`src/design/ctb_pkg.sv`:
```
// ---------------------------------------------------------------------------
// ctb_pkg
// Shared constants and types for the Cartesian tree builder.
// ---------------------------------------------------------------------------
`default_nettype none

package ctb_pkg;

   localparam int MAX_NODES  = 1024;
   localparam int VALUE_BITS = 32;
   localparam int IDX_W      = $clog2(MAX_NODES);
   localparam int PTR_W      = $clog2(MAX_NODES + 1);

   typedef struct packed {
      logic signed [VALUE_BITS-1:0] value;
      logic                         first;
   } req_type;

   typedef struct packed {
      logic [IDX_W-1:0] node_index;
      logic [IDX_W-1:0] left_child;
      logic             has_left;
      logic [IDX_W-1:0] parent;
      logic             has_parent;
      logic             overflow;
   } rsp_type;

   typedef struct packed {
      logic [IDX_W-1:0]             idx;
      logic signed [VALUE_BITS-1:0] value;
   } entry_type;

   typedef struct packed {
      logic             rd_en;
      logic [IDX_W-1:0] rd_addr;
      logic             wr_en;
      logic [IDX_W-1:0] wr_addr;
      entry_type        wr_data;
   } ram_req_type;

endpackage

`default_nettype wire

```
`src/design/ctb_ctrl.sv`:
```
// ---------------------------------------------------------------------------
// ctb_ctrl
// Stack sequencer: pops entries with greater keys, then pushes the new node.
// ---------------------------------------------------------------------------
`default_nettype none

module ctb_ctrl (
   input  wire logic                 clock,
   input  wire logic                 reset,
   input  wire logic                 req_valid,
   output      logic                 req_ready,
   input  wire ctb_pkg::req_type     req_data,
   input  wire logic                 out_free,
   output      logic                 rsp_load,
   output      ctb_pkg::rsp_type     rsp_next,
   output      ctb_pkg::ram_req_type ram_req,
   input  wire ctb_pkg::entry_type   rd_data
);

   localparam logic ST_IDLE = 1'b0;
   localparam logic ST_CMP  = 1'b1;

   logic                                  state_ff, state_in;
   logic [ctb_pkg::PTR_W-1:0]             top_ff, top_in;
   logic [ctb_pkg::PTR_W-1:0]             next_ff, next_in;
   logic                                  skip_ff, skip_in;
   logic                                  ovf_ff, ovf_in;
   logic                                  popped_ff, popped_in;
   logic [ctb_pkg::IDX_W-1:0]             child_ff, child_in;
   logic [ctb_pkg::IDX_W-1:0]             idx_ff, idx_in;
   logic signed [ctb_pkg::VALUE_BITS-1:0] key_ff, key_in;

   logic [ctb_pkg::PTR_W-1:0] eff_top, eff_next, top_dec;
   logic                      accept, greater;

   assign req_ready = (state_ff == ST_IDLE);
   assign accept    = req_valid && req_ready;
   assign eff_top   = req_data.first ? '0 : top_ff;
   assign eff_next  = req_data.first ? '0 : next_ff;
   assign top_dec   = top_ff - 1'b1;
   assign greater   = $signed(rd_data.value) > $signed(key_ff);

   always_comb begin
      state_in  = state_ff;
      top_in    = top_ff;
      next_in   = next_ff;
      skip_in   = skip_ff;
      ovf_in    = ovf_ff;
      popped_in = popped_ff;
      child_in  = child_ff;
      idx_in    = idx_ff;
      key_in    = key_ff;
      rsp_load  = 1'b0;
      rsp_next  = '0;
      ram_req   = '0;
      case (state_ff)
         ST_IDLE: begin
            if (accept) begin
               ovf_in          = (eff_next >= ctb_pkg::PTR_W'(ctb_pkg::MAX_NODES))
                              || (eff_top >= ctb_pkg::PTR_W'(ctb_pkg::MAX_NODES));
               skip_in         = ovf_in || (eff_top == '0);
               top_in          = eff_top;
               next_in         = eff_next;
               idx_in          = eff_next[ctb_pkg::IDX_W-1:0];
               key_in          = req_data.value;
               popped_in       = 1'b0;
               child_in        = '0;
               ram_req.rd_en   = 1'b1;
               ram_req.rd_addr = ctb_pkg::IDX_W'(eff_top - 1'b1);
               state_in        = ST_CMP;
            end
         end
         ST_CMP: begin
            if (!skip_ff && greater) begin
               top_in    = top_dec;
               child_in  = rd_data.idx;
               popped_in = 1'b1;
               if (top_dec == '0) begin
                  skip_in = 1'b1;
               end else begin
                  ram_req.rd_en   = 1'b1;
                  ram_req.rd_addr = ctb_pkg::IDX_W'(top_dec - 1'b1);
               end
            end else if (out_free) begin
               rsp_load = 1'b1;
               state_in = ST_IDLE;
               if (ovf_ff) begin
                  rsp_next.overflow = 1'b1;
               end else begin
                  rsp_next.node_index = idx_ff;
                  rsp_next.left_child = child_ff;
                  rsp_next.has_left   = popped_ff;
                  rsp_next.parent     = skip_ff ? '0 : rd_data.idx;
                  rsp_next.has_parent = !skip_ff;
                  ram_req.wr_en       = 1'b1;
                  ram_req.wr_addr     = top_ff[ctb_pkg::IDX_W-1:0];
                  ram_req.wr_data.idx   = idx_ff;
                  ram_req.wr_data.value = key_ff;
                  top_in  = top_ff + 1'b1;
                  next_in = next_ff + 1'b1;
               end
            end
         end
         default: begin
            state_in = ST_IDLE;
         end
      endcase
   end

   always_ff @(posedge clock) begin
      if (reset) begin
         state_ff  <= ST_IDLE;
         top_ff    <= '0;
         next_ff   <= '0;
         skip_ff   <= 1'b0;
         ovf_ff    <= 1'b0;
         popped_ff <= 1'b0;
      end else begin
         state_ff  <= state_in;
         top_ff    <= top_in;
         next_ff   <= next_in;
         skip_ff   <= skip_in;
         ovf_ff    <= ovf_in;
         popped_ff <= popped_in;
      end
      child_ff <= child_in;
      idx_ff   <= idx_in;
      key_ff   <= key_in;
   end

   a_top_le_next: assert property (@(posedge clock) disable iff (reset)
      top_ff <= next_ff)
      else $error("stack deeper than node count");

   a_cmp_nonempty: assert property (@(posedge clock) disable iff (reset)
      (state_ff == ST_CMP && !skip_ff) |-> (top_ff != '0))
      else $error("compare against empty stack");

   a_no_push_on_ovf: assert property (@(posedge clock) disable iff (reset)
      ram_req.wr_en |-> (!ovf_ff && rsp_load))
      else $error("push without a result");

   a_load_needs_room: assert property (@(posedge clock) disable iff (reset)
      rsp_load |-> out_free)
      else $error("result loaded while output busy");

endmodule

`default_nettype wire

```
`config.mk`:
```
export PLATFORM = sky130hd
export DESIGN_NAME = ctb_ctrl
export DESIGN_NICKNAME = d
export VERILOG_FILES = /design/src/design/ctb_pkg.sv /design/src/design/ctb_ctrl.sv
export SDC_FILE = /design/constraint.sdc
export NUM_CORES = 1
export LEC_CHECK = 0
export ABC_AREA = 1
export ABC_CLOCK_PERIOD_IN_PS = 2000
export BUFFER_PORTS_ARGS = -buffer_cell sky130_fd_sc_hd__buf_4
export CORE_MARGIN = 2
export CORE_UTILIZATION = 47
export DETAILED_ROUTE_END_ITERATION = 6
export PLACE_DENSITY = 0.75
export SYNTH_ARGS = -nofsm -noshare
export SYNTH_HDL_FRONTEND = slang
export SYNTH_SLANG_ARGS = --single-unit
```
`constraint.sdc`:
```
create_clock -name clock -period 2 [get_ports clock]
set_input_delay 0.2 -clock clock [delete_from_list [all_inputs] [get_ports clock]]
set_output_delay 0.2 -clock clock [all_outputs]
set_load 0.03 [all_outputs]
```
==> reports/metrics.yaml, run 1 <==
crit_type: "reg2out"
ctsHoldBuffers: 0
synth.most_common_cell: "nand2_1"
final-setup-viol-count: 133
async_reset_ff_share_pct: 0
avgSynthCellArea_sq_um: 7.142
cts_buffer_depth: 2
final_antenna_net_count: 0
finalPower_mw: 6.844
syn2layout_area_growth_pct: 80.77
synth_fp_nets: 908
first_global_vias: 6505
clock-sinks: 78
die_area_sq_um: 12880
cts_buffers: 9
pwr-share-seq_pct: 28.3
run_status: "complete, but fails checks"
p_per_area_nw_per_um2: 671.8
cp-end-kind: "output pin"
grt_use_total_pct: 31.97
switching_share_pct: 38.67
irDropWorstVdd_mv: 0.8314
ys_seq_area_share_pct: 36.94
clock_latency_ns: 0.35
synth_enable_flop_cells: 52
drc: 0
maxCapViolCount: 0
timing.final.crit_share_pct: 160.0
violations: "negative setup slack"
ys.warnings.count: 0
cp_data_arrival_time_ns: 3.00
synth_mux_area_share_pct: 0
synth_xor_area_share_pct: 4.485
fill_cells: 496
yosysTopAreaCell: "edfxtp_1"
vias: 7199
cts-root-buf: "clkbuf_16"
portBuffers: 177
num-nets-final: 1211
synth_top_family_by_area: "simple AND/OR/NAND/NOR gates"
cts.clk_slew.worst_paths_ns: 0.07
ys_ff_latch: 78
routed_wirelength_um: 25080
drtIter0Drc: 956
seq_area_sq_um: 2082
grt_setup_unrepaired: "yes"
row_count: 39
setup_ws_ns: -1.199
die_width_um: 113.5
place_congestion: 0.9557
reg2reg_slack_ns: -1.10
dp_hpwl_um: 12560
synthTopCellsByArea: "edfxtp_1, nand2_1, nor2_1"
slew_violations: 0
slew_headroom_pct: 62.58
critPathMaxFanout: 6
synth-adder-area-share_pct: 8.881
drive_above_1_share_pct: 48.22
critPathLaunchType: "register"
initial_core_util_pct: 48.73
combPwrFrac_pct: 46.0
fmax_mhz: 312.6
syn_area_sq_um: 5635
netlist.area_leader.share_pct: 27.71
timing.final.crit_period_ns: 3.199
required_ns: 1.80
die-height_um: 113.5
grt_remaining_overflow: 0
via_per_inst: 5.806
synth_cells: 789
antenna_found_initial: 0
drt_pass1_iterations: 6
cts_tree: "done"
routedWlPerCell_um: 20.23
power.internal_mw: 4.197
synth_simple_gate_area_share_pct: 29.20
grt_start_max_net_pins: 37
synth_compound_gate_area_share_pct: 7.327
hold_violations: 0
synth_commonest_cells: "nand2_1, nor2_1, inv_1, edfxtp_1, ha_1"
hp-class: "in2reg"
fin_skew_ns: 0.01253
final.setup.tns_ns: -134.23
p_switching_mw: 2.646
worst_pin_slew_ns: 0.5593
pwr-share-clk_pct: 25.7
pin_count: 178
yosys_most_used_dff: "edfxtp_1"
leakage_nw: 4.799
grt_pass1_wl_um: 32400
multiInputGateArea_sq_um: 3872
core_area_sq_um: 11560
yosysUniqueCellTypes: 43
antenna_cells: 0
h-tree-depth: 3
-- sequential cells by signal (all words and copies together) (netlist names) --
name / flops
key_ff: 32
top_ff: 11
state_ff: 1
child_ff: 10
popped_ff: 1
next_ff: 11
skip_ff: 1
idx_ff: 10
ovf_ff: 1
-- layout by cell type, fill, tap and decap left out, types with 7 or more instances in the layout --
cell type,synthesis,layout
a21oi_1,34,20
a21oi_2,0,14
buf_12,0,13
buf_16,0,7
buf_4,15,195
buf_6,2,105
clkbuf_16,0,12
dfxtp_1,26,26
edfxtp_1,52,52
ha_1,40,27
ha_4,0,13
inv_1,136,116
inv_2,4,22
nand2_1,170,146
nand2_2,3,19
nand2_4,0,7
nand3_1,28,25
nand4_1,10,10
nor2_1,155,75
nor2_2,3,7
nor2_4,0,76
nor3_1,12,11
o21ai_0,21,17
o21ai_4,0,7
xor2_1,25,25
-- path summary, 6_finish.rpt --
kind / startpoint / cells after the start / endpoint
setup / recovery: key_ff[17] / 17 / ram_req[61]
hold / removal: req_data[24] / 1 / key_ff[23]
setup reg to reg: key_ff[17] / 22 / next_ff[8]
hold reg to reg: next_ff[4] / 2 / next_ff[4]
-- cell families after synthesis --
| family | after synthesis |
|---|---|
| AND/OR/NAND/NOR | 393 |
| XOR/XNOR | 28 |
| buffers and inverters | 176 |
| AO/OA/AOI/OAI | 74 |
| adder cells (fa/ha/maj) | 40 |
| flip-flops | 78 |
-- timing repair --
item / in CTS / in global routing
pin swaps: 16 / 37
hold endpoints to repair: 0 / 0
gates resized for setup: 199 / 91
gates cloned: 9 / 3
endpoints found under the setup margin: 133 / 133
setup buffers: 30 / 16
-- routing by layer --
| metal | track usage [%] | up-vias | part of all wire (%) |
|---|---|---|---|
| met5 | 0 | - | 0 |
| met4 | 15.61 | 0 | 8.7 |
| met2 | 56.81 | 616 | 48 |
| li1 | - | 3083 | - |
| met3 | 5.898 | 254 | 9.8 |
| met1 | 37.08 | 3246 | 33 |
-- cell type report --
cell class	instances	area share (%)
inverters	141	5.306
well taps	143	1.756
clock buffers	10	2.346
clock inverters	6	0.6018
flip-flops and latches	78	20.44
multi-input cells	536	38.01
repair inverters	1	0.08597
repair buffers	325	31.45
-- metrics by stage --
| stage | setup WS (ns) | hold WS [ns] | area (sq um) | util, % | instances |
|---|---|---|---|---|---|
| final | -1.199 | 0.01876 | 10190 | 88.09 | 1240 |
| after global routing | -1.270 | 0.008535 | 10190 | 88.09 | 1240 |
| after CTS | -0.8262 | 0.01943 | 9627 | 83.24 | 1223 |
| after detailed placement | -0.5054 | 0.3793 | 8169 | 70.64 | 1170 |
| after global placement | -0.4919 | 0.3784 | 8169 | 70.64 | 1170 |
| after floorplan | -0.3914 | 0.2785 | 6100 | - | 789 |
-- critical path, stage by stage (launching register included) --
cell and delay (ns):
edfxtp_1 0.39, inv_2 0.10, ha_4 0.20, nand2_2 0.06, nand2_1 0.07, nand2_1 0.09
nand2_1 0.07, nand2_1 0.10, nand2_1 0.08, a21oi_2 0.25, nand2_2 0.13, nand2_4 0.12
nand3_4 0.10, nand3b_1 0.22, buf_6 0.17, buf_12 0.15, o21ai_4 0.18, buf_6 0.15
-- power by group through the flow --
stage,sequential (mW),combinational [mW],clock (mW)
floorplan,1.94,1.37,0
global placement,1.95,2.24,0
detailed placement,1.96,2.28,0
CTS,1.92,2.64,1.70
global route,1.95,3.29,1.82
finish,1.94,3.15,1.76
No activity file was read; power rests on OpenSTA's default activity.
==> run 2, diff against run 1 <==
Settings changed: ABC_CLOCK_PERIOD_IN_PS 2000 to 3360, CORE_UTILIZATION 47 to 52, PLACE_DENSITY 0.75 to 0.79.
Clock period 2 ns to 3.36 ns, I/O delays scaled along.
==> run 2 against run 1 <==
Net effect:
- the run now ends clean
- total power decreased by 58%
- sequential cell count unchanged
- highest routed layer unchanged
- global-route usage is 5.8 points lower
- worst hold slack better by 0.13 ns
- first-iteration DRC count decreased by 64%
- sequential share of layout area grew 8.2 points
- via count is 24% lower
- largest power group is now registers
- clock power is 63% lower
- wire length decreased by 40%
==> reports/metrics.yaml, run 2 (synthesized netlist as in run 1, its figures left out) <==
run_status: "finished, final reports clean"
grt_remaining_overflow: 0  # unchanged
holdWs_ns: 0.1481  # +0.1294 ns
worstPathCellList: "inv_1 -> ha_1 -> nand2_1 -> xor2_1 -> nor2_1 -> nand3_1 -> nor2_2 -> nand2_1 -> nand3b_1 -> buf_4 -> o21ai_0 -> buf_4"
cp-end-kind: "output pin"
routed_wirelength_um: 15120  # -40%
antenna_found_initial: 0  # unchanged
regMostFlops: "key_ff"
grt_start_max_net_pins: 39  # +5.4%
wl_met3_um: 955  # -61%
reg2reg_depth: 14  # -36%
final_common_cell: "buf_4"
min_from: "req_data[23]"
first_global_vias: 5116  # -21%
irDropWorstVdd_mv: 0.2785  # -67%
dp_hpwl_um: 11190  # -11%
cp_data_arrival_time_ns: 2.88  # -0.12 ns
cts-root-buf: "clkbuf_8"
critPathLaunchType: "register"
num-nets-final: 1078  # -11%
hp-class: "in2reg"
slew_violations: 0  # unchanged
place_congestion: 0.9248  # -3.2%
worstReg2RegEnd: "top_ff[6]"
grt_pass1_wl_um: 23960  # -26%
row_count: 38  # -2.6%
finalPower_mw: 2.900  # -58%
drive_above_1_share_pct: 24.38  # -24 points
clock_latency_ns: 0.36  # about the same
setup_ws_ns: 0.1443  # +1.344 ns
hold_depth: 1  # unchanged
die_area_sq_um: 11690  # -9.3%
portBuffers: 177  # unchanged
final-setup-viol-count: 0  # -100%
crit_type: "reg2out"
initial_core_util_pct: 52.68  # +3.9 points
antenna_cells: 0  # unchanged
final_util_pct: 68.00  # -20 points
worst_pin_slew_ns: 0.6147  # +0.05543 ns
syn2layout_area_growth_pct: 29.09
top_layer_used: "met4"
cts_tree: "done"
grt_use_total_pct: 26.16  # -5.8 points
required_ns: 3.02  # +1.22 ns
cp-startpoint: "top_ff[0]"
cp_top_family: "simple AND/OR/NAND/NOR gates"
wirelength_met1_um: 6037  # -27%
die_width_um: 108.1  # -4.8%
via_per_inst: 4.975  # -14%
cts_buffer_depth: 2  # unchanged
reg2reg_slack_ns: 0.66  # +1.76 ns
leakage_nw: 3.791  # -21%
largest_reg_flops: 32  # unchanged
drtIter0Drc: 344  # -64%
hold_violations: 0  # unchanged
final_cell_mix: "buf_4, nand2_1, nor2_1"
cp_slowest_cell: "dfxtp_1"
drt_pass1_iterations: 5  # -1
critPathMaxFanout: 9  # +3
slew_headroom_pct: 58.70  # -3.9 points
critPathMaxStageDelay_ns: 0.52  # +0.13 ns
pre_cts_ws_ns: 0.2547  # +0.7600 ns
routedWlPerCell_um: 13.69  # -32%
p_per_area_nw_per_um2: 398.7  # -41%
ctsHoldBuffers: 0  # unchanged
h-tree-depth: 3  # unchanged
drc: 0  # unchanged
crit_end: "ram_req[60]"
final_antenna_net_count: 0  # unchanged
clock-sinks: 78  # unchanged
final.setup.tns_ns: 0  # +134.23 ns
die-height_um: 108.1  # -4.8%
vias: 5492  # -24%
wl_met2_um: 7665  # -37%
cts.clk_slew.worst_paths_ns: 0.09  # +0.02 ns
fmax_mhz: 311.0
pin_count: 178  # unchanged
fin_skew_ns: 0.01204  # -0.0004903 ns
rr_startpoint: "key_ff[31]"
core_area_sq_um: 10700  # -7.5%
top_regs: "key_ff x32, next_ff x11, top_ff x11"
timing.final.crit_share_pct: 95.70
path_depth: 12  # -5
timing.final.crit_period_ns: 3.216
maxCapViolCount: 0  # unchanged
critPathBufInv: 3  # -1
fill_cells: 985  # +99%
cts_buffers: 9  # unchanged
## run 2: changes by cell type in the layout (fill, tap and decap cells not counted), sizes merged
cell	previous run	this run
buf	322	194
clkbuf	13	9
clkinv	6	3
clkinvlp	1	3
inv	140	142
bufinv	1	0
nand2	174	173
## run 2: area by class of cell
cell class | count | area (sq um) | area share [%]
clock buffers | 9 | 123.9 | 1.703
clock inverters | 7 | 48.80 | 0.6708
inverters | 141 | 529.3 | 7.276
multi-input cells | 535 | 2841 | 39.06
flip-flops and latches | 78 | 2083 | 28.64
well taps | 140 | 175.2 | 2.408
repair buffers | 194 | 1473 | 20.24
## run 2: per-stage QoR
step                      instances  area (sq um)
after CTS                      1099          7202
final                          1104          7274
after floorplan                 789          5635
after global routing           1104          7274
after detailed placement       1080          7007
after global placement         1080          7007
## run 2: power breakdown
part	switching, mW	total (mW)	leakage [nW]	internal, mW
sequential	0.0525	1.16	0.720	1.11
combinational	0.690	1.09	2.99	0.396
clock	0.388	0.656	0.0793	0.268
## run 2: worst min-delay path by stage
stage                      end  slack [ns]
global route         key_ff[2]        0.13
detailed placement   popped_ff        0.47
floorplan            popped_ff        0.41
finish              key_ff[22]        0.15
CTS                  key_ff[2]        0.14
global placement     popped_ff        0.46
## run 2: timing repair
item                       in CTS  in global routing
cloned                          0                  0
setup endpoints to repair       9                 46
setup buffers                   3                  5
gates resized for setup         0                  8
## run 2: layer usage
metal	GRT usage, %	vias up
li1	-	2798
met1	31.70	2459
met2	46.45	196
met3	4.581	39
met4	9.615	0
met5	0	-
==> run 3, diff against run 2 <==
Settings changed: ABC_CLOCK_PERIOD_IN_PS 3360 to 3600, CTS_CLUSTER_SIZE set to 28.
Clock period 3.36 ns to 3.6 ns, I/O delays scaled along.
==> run 3 against run 2 <==
Net effect:
- total power down 8.4%
- register-to-register slack better by 0.03 ns
- sequential power down 6%
- clock power down 8.5%
- critical path depth up 2
- count of clock-buffer cells in the layout unchanged
- die area unchanged
- cell area down 1.3%
- cell count down 0.72%
- wire length down 1.7%
- clock skew up 0.0077 ns
- via count down 1.7%
- highest routed layer unchanged
==> reports/metrics.yaml, run 3 (synthesized netlist as in run 1, its figures left out) <==
final.setup.tns_ns: 0  # unchanged
h-tree-depth: 3  # unchanged
antenna_found_initial: 0  # unchanged
slew_violations: 0  # unchanged
critPathLaunchType: "register"
routedWlPerCell_um: 13.56  # -1.0%
fin_area_sq_um: 7181  # -1.3%
multiInputGateArea_sq_um: 2821  # -0.70%
critPathMaxStageDelay_ns: 0.34  # -0.18 ns
fill_cells: 920  # -6.6%
hp-class: "in2reg"
core_area_sq_um: 10700  # unchanged
critPathMaxFanout: 22  # +13
portBuffers: 177  # unchanged
seq_area_sq_um: 2082  # about the same
clock_latency_ns: 0.36  # about the same
drtIter0Drc: 292  # -15%
final_antenna_net_count: 0  # unchanged
via_per_inst: 4.925  # -0.99%
irDropWorstVdd_mv: 0.2036  # -27%
cts_buffer_depth: 2  # unchanged
initial_core_util_pct: 52.68  # unchanged
antenna_cells: 0  # unchanged
fmax_mhz: 303.4
required_ns: 3.24  # +0.22 ns
largest_reg_flops: 32  # unchanged
ctsResizeCount: 0  # unchanged
timing.final.crit_period_ns: 3.296
final-setup-viol-count: 0  # unchanged
cp_data_arrival_time_ns: 2.94  # +0.06 ns
cts-root-buf: "clkbuf_8"
die_width_um: 108.1  # unchanged
fin_skew_ns: 0.01969  # +0.007655 ns
cts.clk_slew.worst_paths_ns: 0.09  # about the same
cp_top_family: "simple AND/OR/NAND/NOR gates"
first_global_vias: 5023  # -1.8%
num-nets-final: 1070  # -0.74%
ctsHoldBuffers: 0  # unchanged
regMostFlops: "key_ff"
run_status: "finished, final reports clean"
drc: 0  # unchanged
crit_path_frequent_cell: "nand2_1"
globalRoute.busiestLayer: "met2"
drt_pass1_iterations: 5  # unchanged
leakage_nw: 3.739  # -1.4%
crit_type: "reg2out"
clock-sinks: 78  # unchanged
top_regs: "key_ff x32, next_ff x11, top_ff x11"
routed_wirelength_um: 14860  # -1.7%
grt_start_max_net_pins: 51  # +31%
setup_ws_ns: 0.3040  # +0.1596 ns
maxCapViolCount: 0  # unchanged
drive_above_1_share_pct: 23.12  # -1.3 points
grt_use_total_pct: 25.69  # -0.47 points
grt_remaining_overflow: 0  # unchanged
pre_cts_ws_ns: 0.4686  # +0.2140 ns
grt_pass1_wl_um: 23520  # -1.8%
p_per_area_nw_per_um2: 369.9  # -7.2%
cts_tree: "done"
vias: 5398  # -1.7%
dp_hpwl_um: 11060  # -1.1%
die-height_um: 108.1  # unchanged
grt.met2_usage_pct: 43.53  # -2.9 points
worstPathCellList: "inv_1 -> ha_1 -> nand2_1 -> nor2_1 -> nand2_1 -> nor2_1 -> nand2_1 -> nand2_1 -> nand2_2 -> nand3_4 -> nand3_4 -> buf_4 -> nor2_1 -> buf_4"
hold_violations: 0  # unchanged
row_count: 38  # unchanged
cts_buffers: 9  # unchanged
slew_headroom_pct: 29.60  # -29 points
die_area_sq_um: 11690  # unchanged
cp-end-kind: "output pin"
grt_setup_unrepaired: "no"
worst_pin_slew_ns: 1.056  # +0.4412 ns
final_cell_mix: "buf_4, nand2_1, nor2_1"
grt_util_met3_pct: 4.461  # -0.12 points
timing.final.crit_share_pct: 91.56
critPathBufInv: 3  # unchanged
place_congestion: 0.9799  # +6.0%
final_common_cell: "buf_4"
cp_slowest_cell: "ha_1"
syn2layout_area_growth_pct: 27.42
pin_count: 178  # unchanged
met1_usage_pct: 31.95  # +0.26 points
postCtsSetupBuffers: 0  # -3
placedInstanceArea_sq_um: 6979  # -0.39%
==> run 3: area by class of cell <==
class	instances	area share [%]
multi-input combinational	536	39.29
inverter	141	7.371
clock inverter	7	0.6621
sequential	78	28.99
tap	140	2.439
clock buffer	9	1.725
timing repair buffer	185	19.52
==> run 3: where the power goes <==
part	leakage (nW)	switching [mW]	total, mW	internal, mW
Sequential	0.720	0.0549	1.09	1.03
Combinational	2.94	0.620	0.969	0.348
Clock	0.0773	0.349	0.600	0.250
==> run 3: per-stage QoR <==
step | total power [mW] | instances | hold WS [ns] | utilization (%)
after floorplan | 1.764 | 789 | 0.4379 | -
after global placement | 2.050 | 1078 | 0.4582 | 65.24
after detailed placement | 2.058 | 1078 | 0.4755 | 65.24
after CTS | 2.654 | 1094 | 0.1532 | 66.84
after global routing | 2.825 | 1096 | 0.1474 | 67.12
final | 2.656 | 1096 | 0.1677 | 67.12
==> run 3: worst paths after layout <==
path / cells after the start / start / slack, ns / to
min reg2reg: 2 / next_ff[10] / 0.49 / next_ff[10]
max reg2reg: 13 / key_ff[31] / 0.69 / skip_ff
min: 1 / req_data[21] / 0.17 / key_ff[20]
max: 14 / key_ff[31] / 0.30 / ram_req[51]
==> run 3: worst register-to-register path, stage by stage (launching register included) <==
cell and delay, ns:
edfxtp_1 0.33, inv_1 0.05, ha_1 0.34, nand2_1 0.09
nor2_1 0.15, nand2_1 0.09, nor2_1 0.23, nand2_1 0.13
nand3_2 0.15, nand4_1 0.40, nand2_1 0.58, nand3_1 0.12
nand2_1 0.09, nor2_1 0.04
==> run 3: metal layers <==
| metal | routed length [um] | vias up | part of all wire, % |
|---|---|---|---|
| li1 | - | 2782 | - |
| met1 | 6168 | 2410 | 42 |
| met2 | 7283 | 165 | 49 |
| met3 | 884 | 41 | 5.9 |
| met4 | 522 | 0 | 3.5 |
| met5 | 0 | - | 0 |
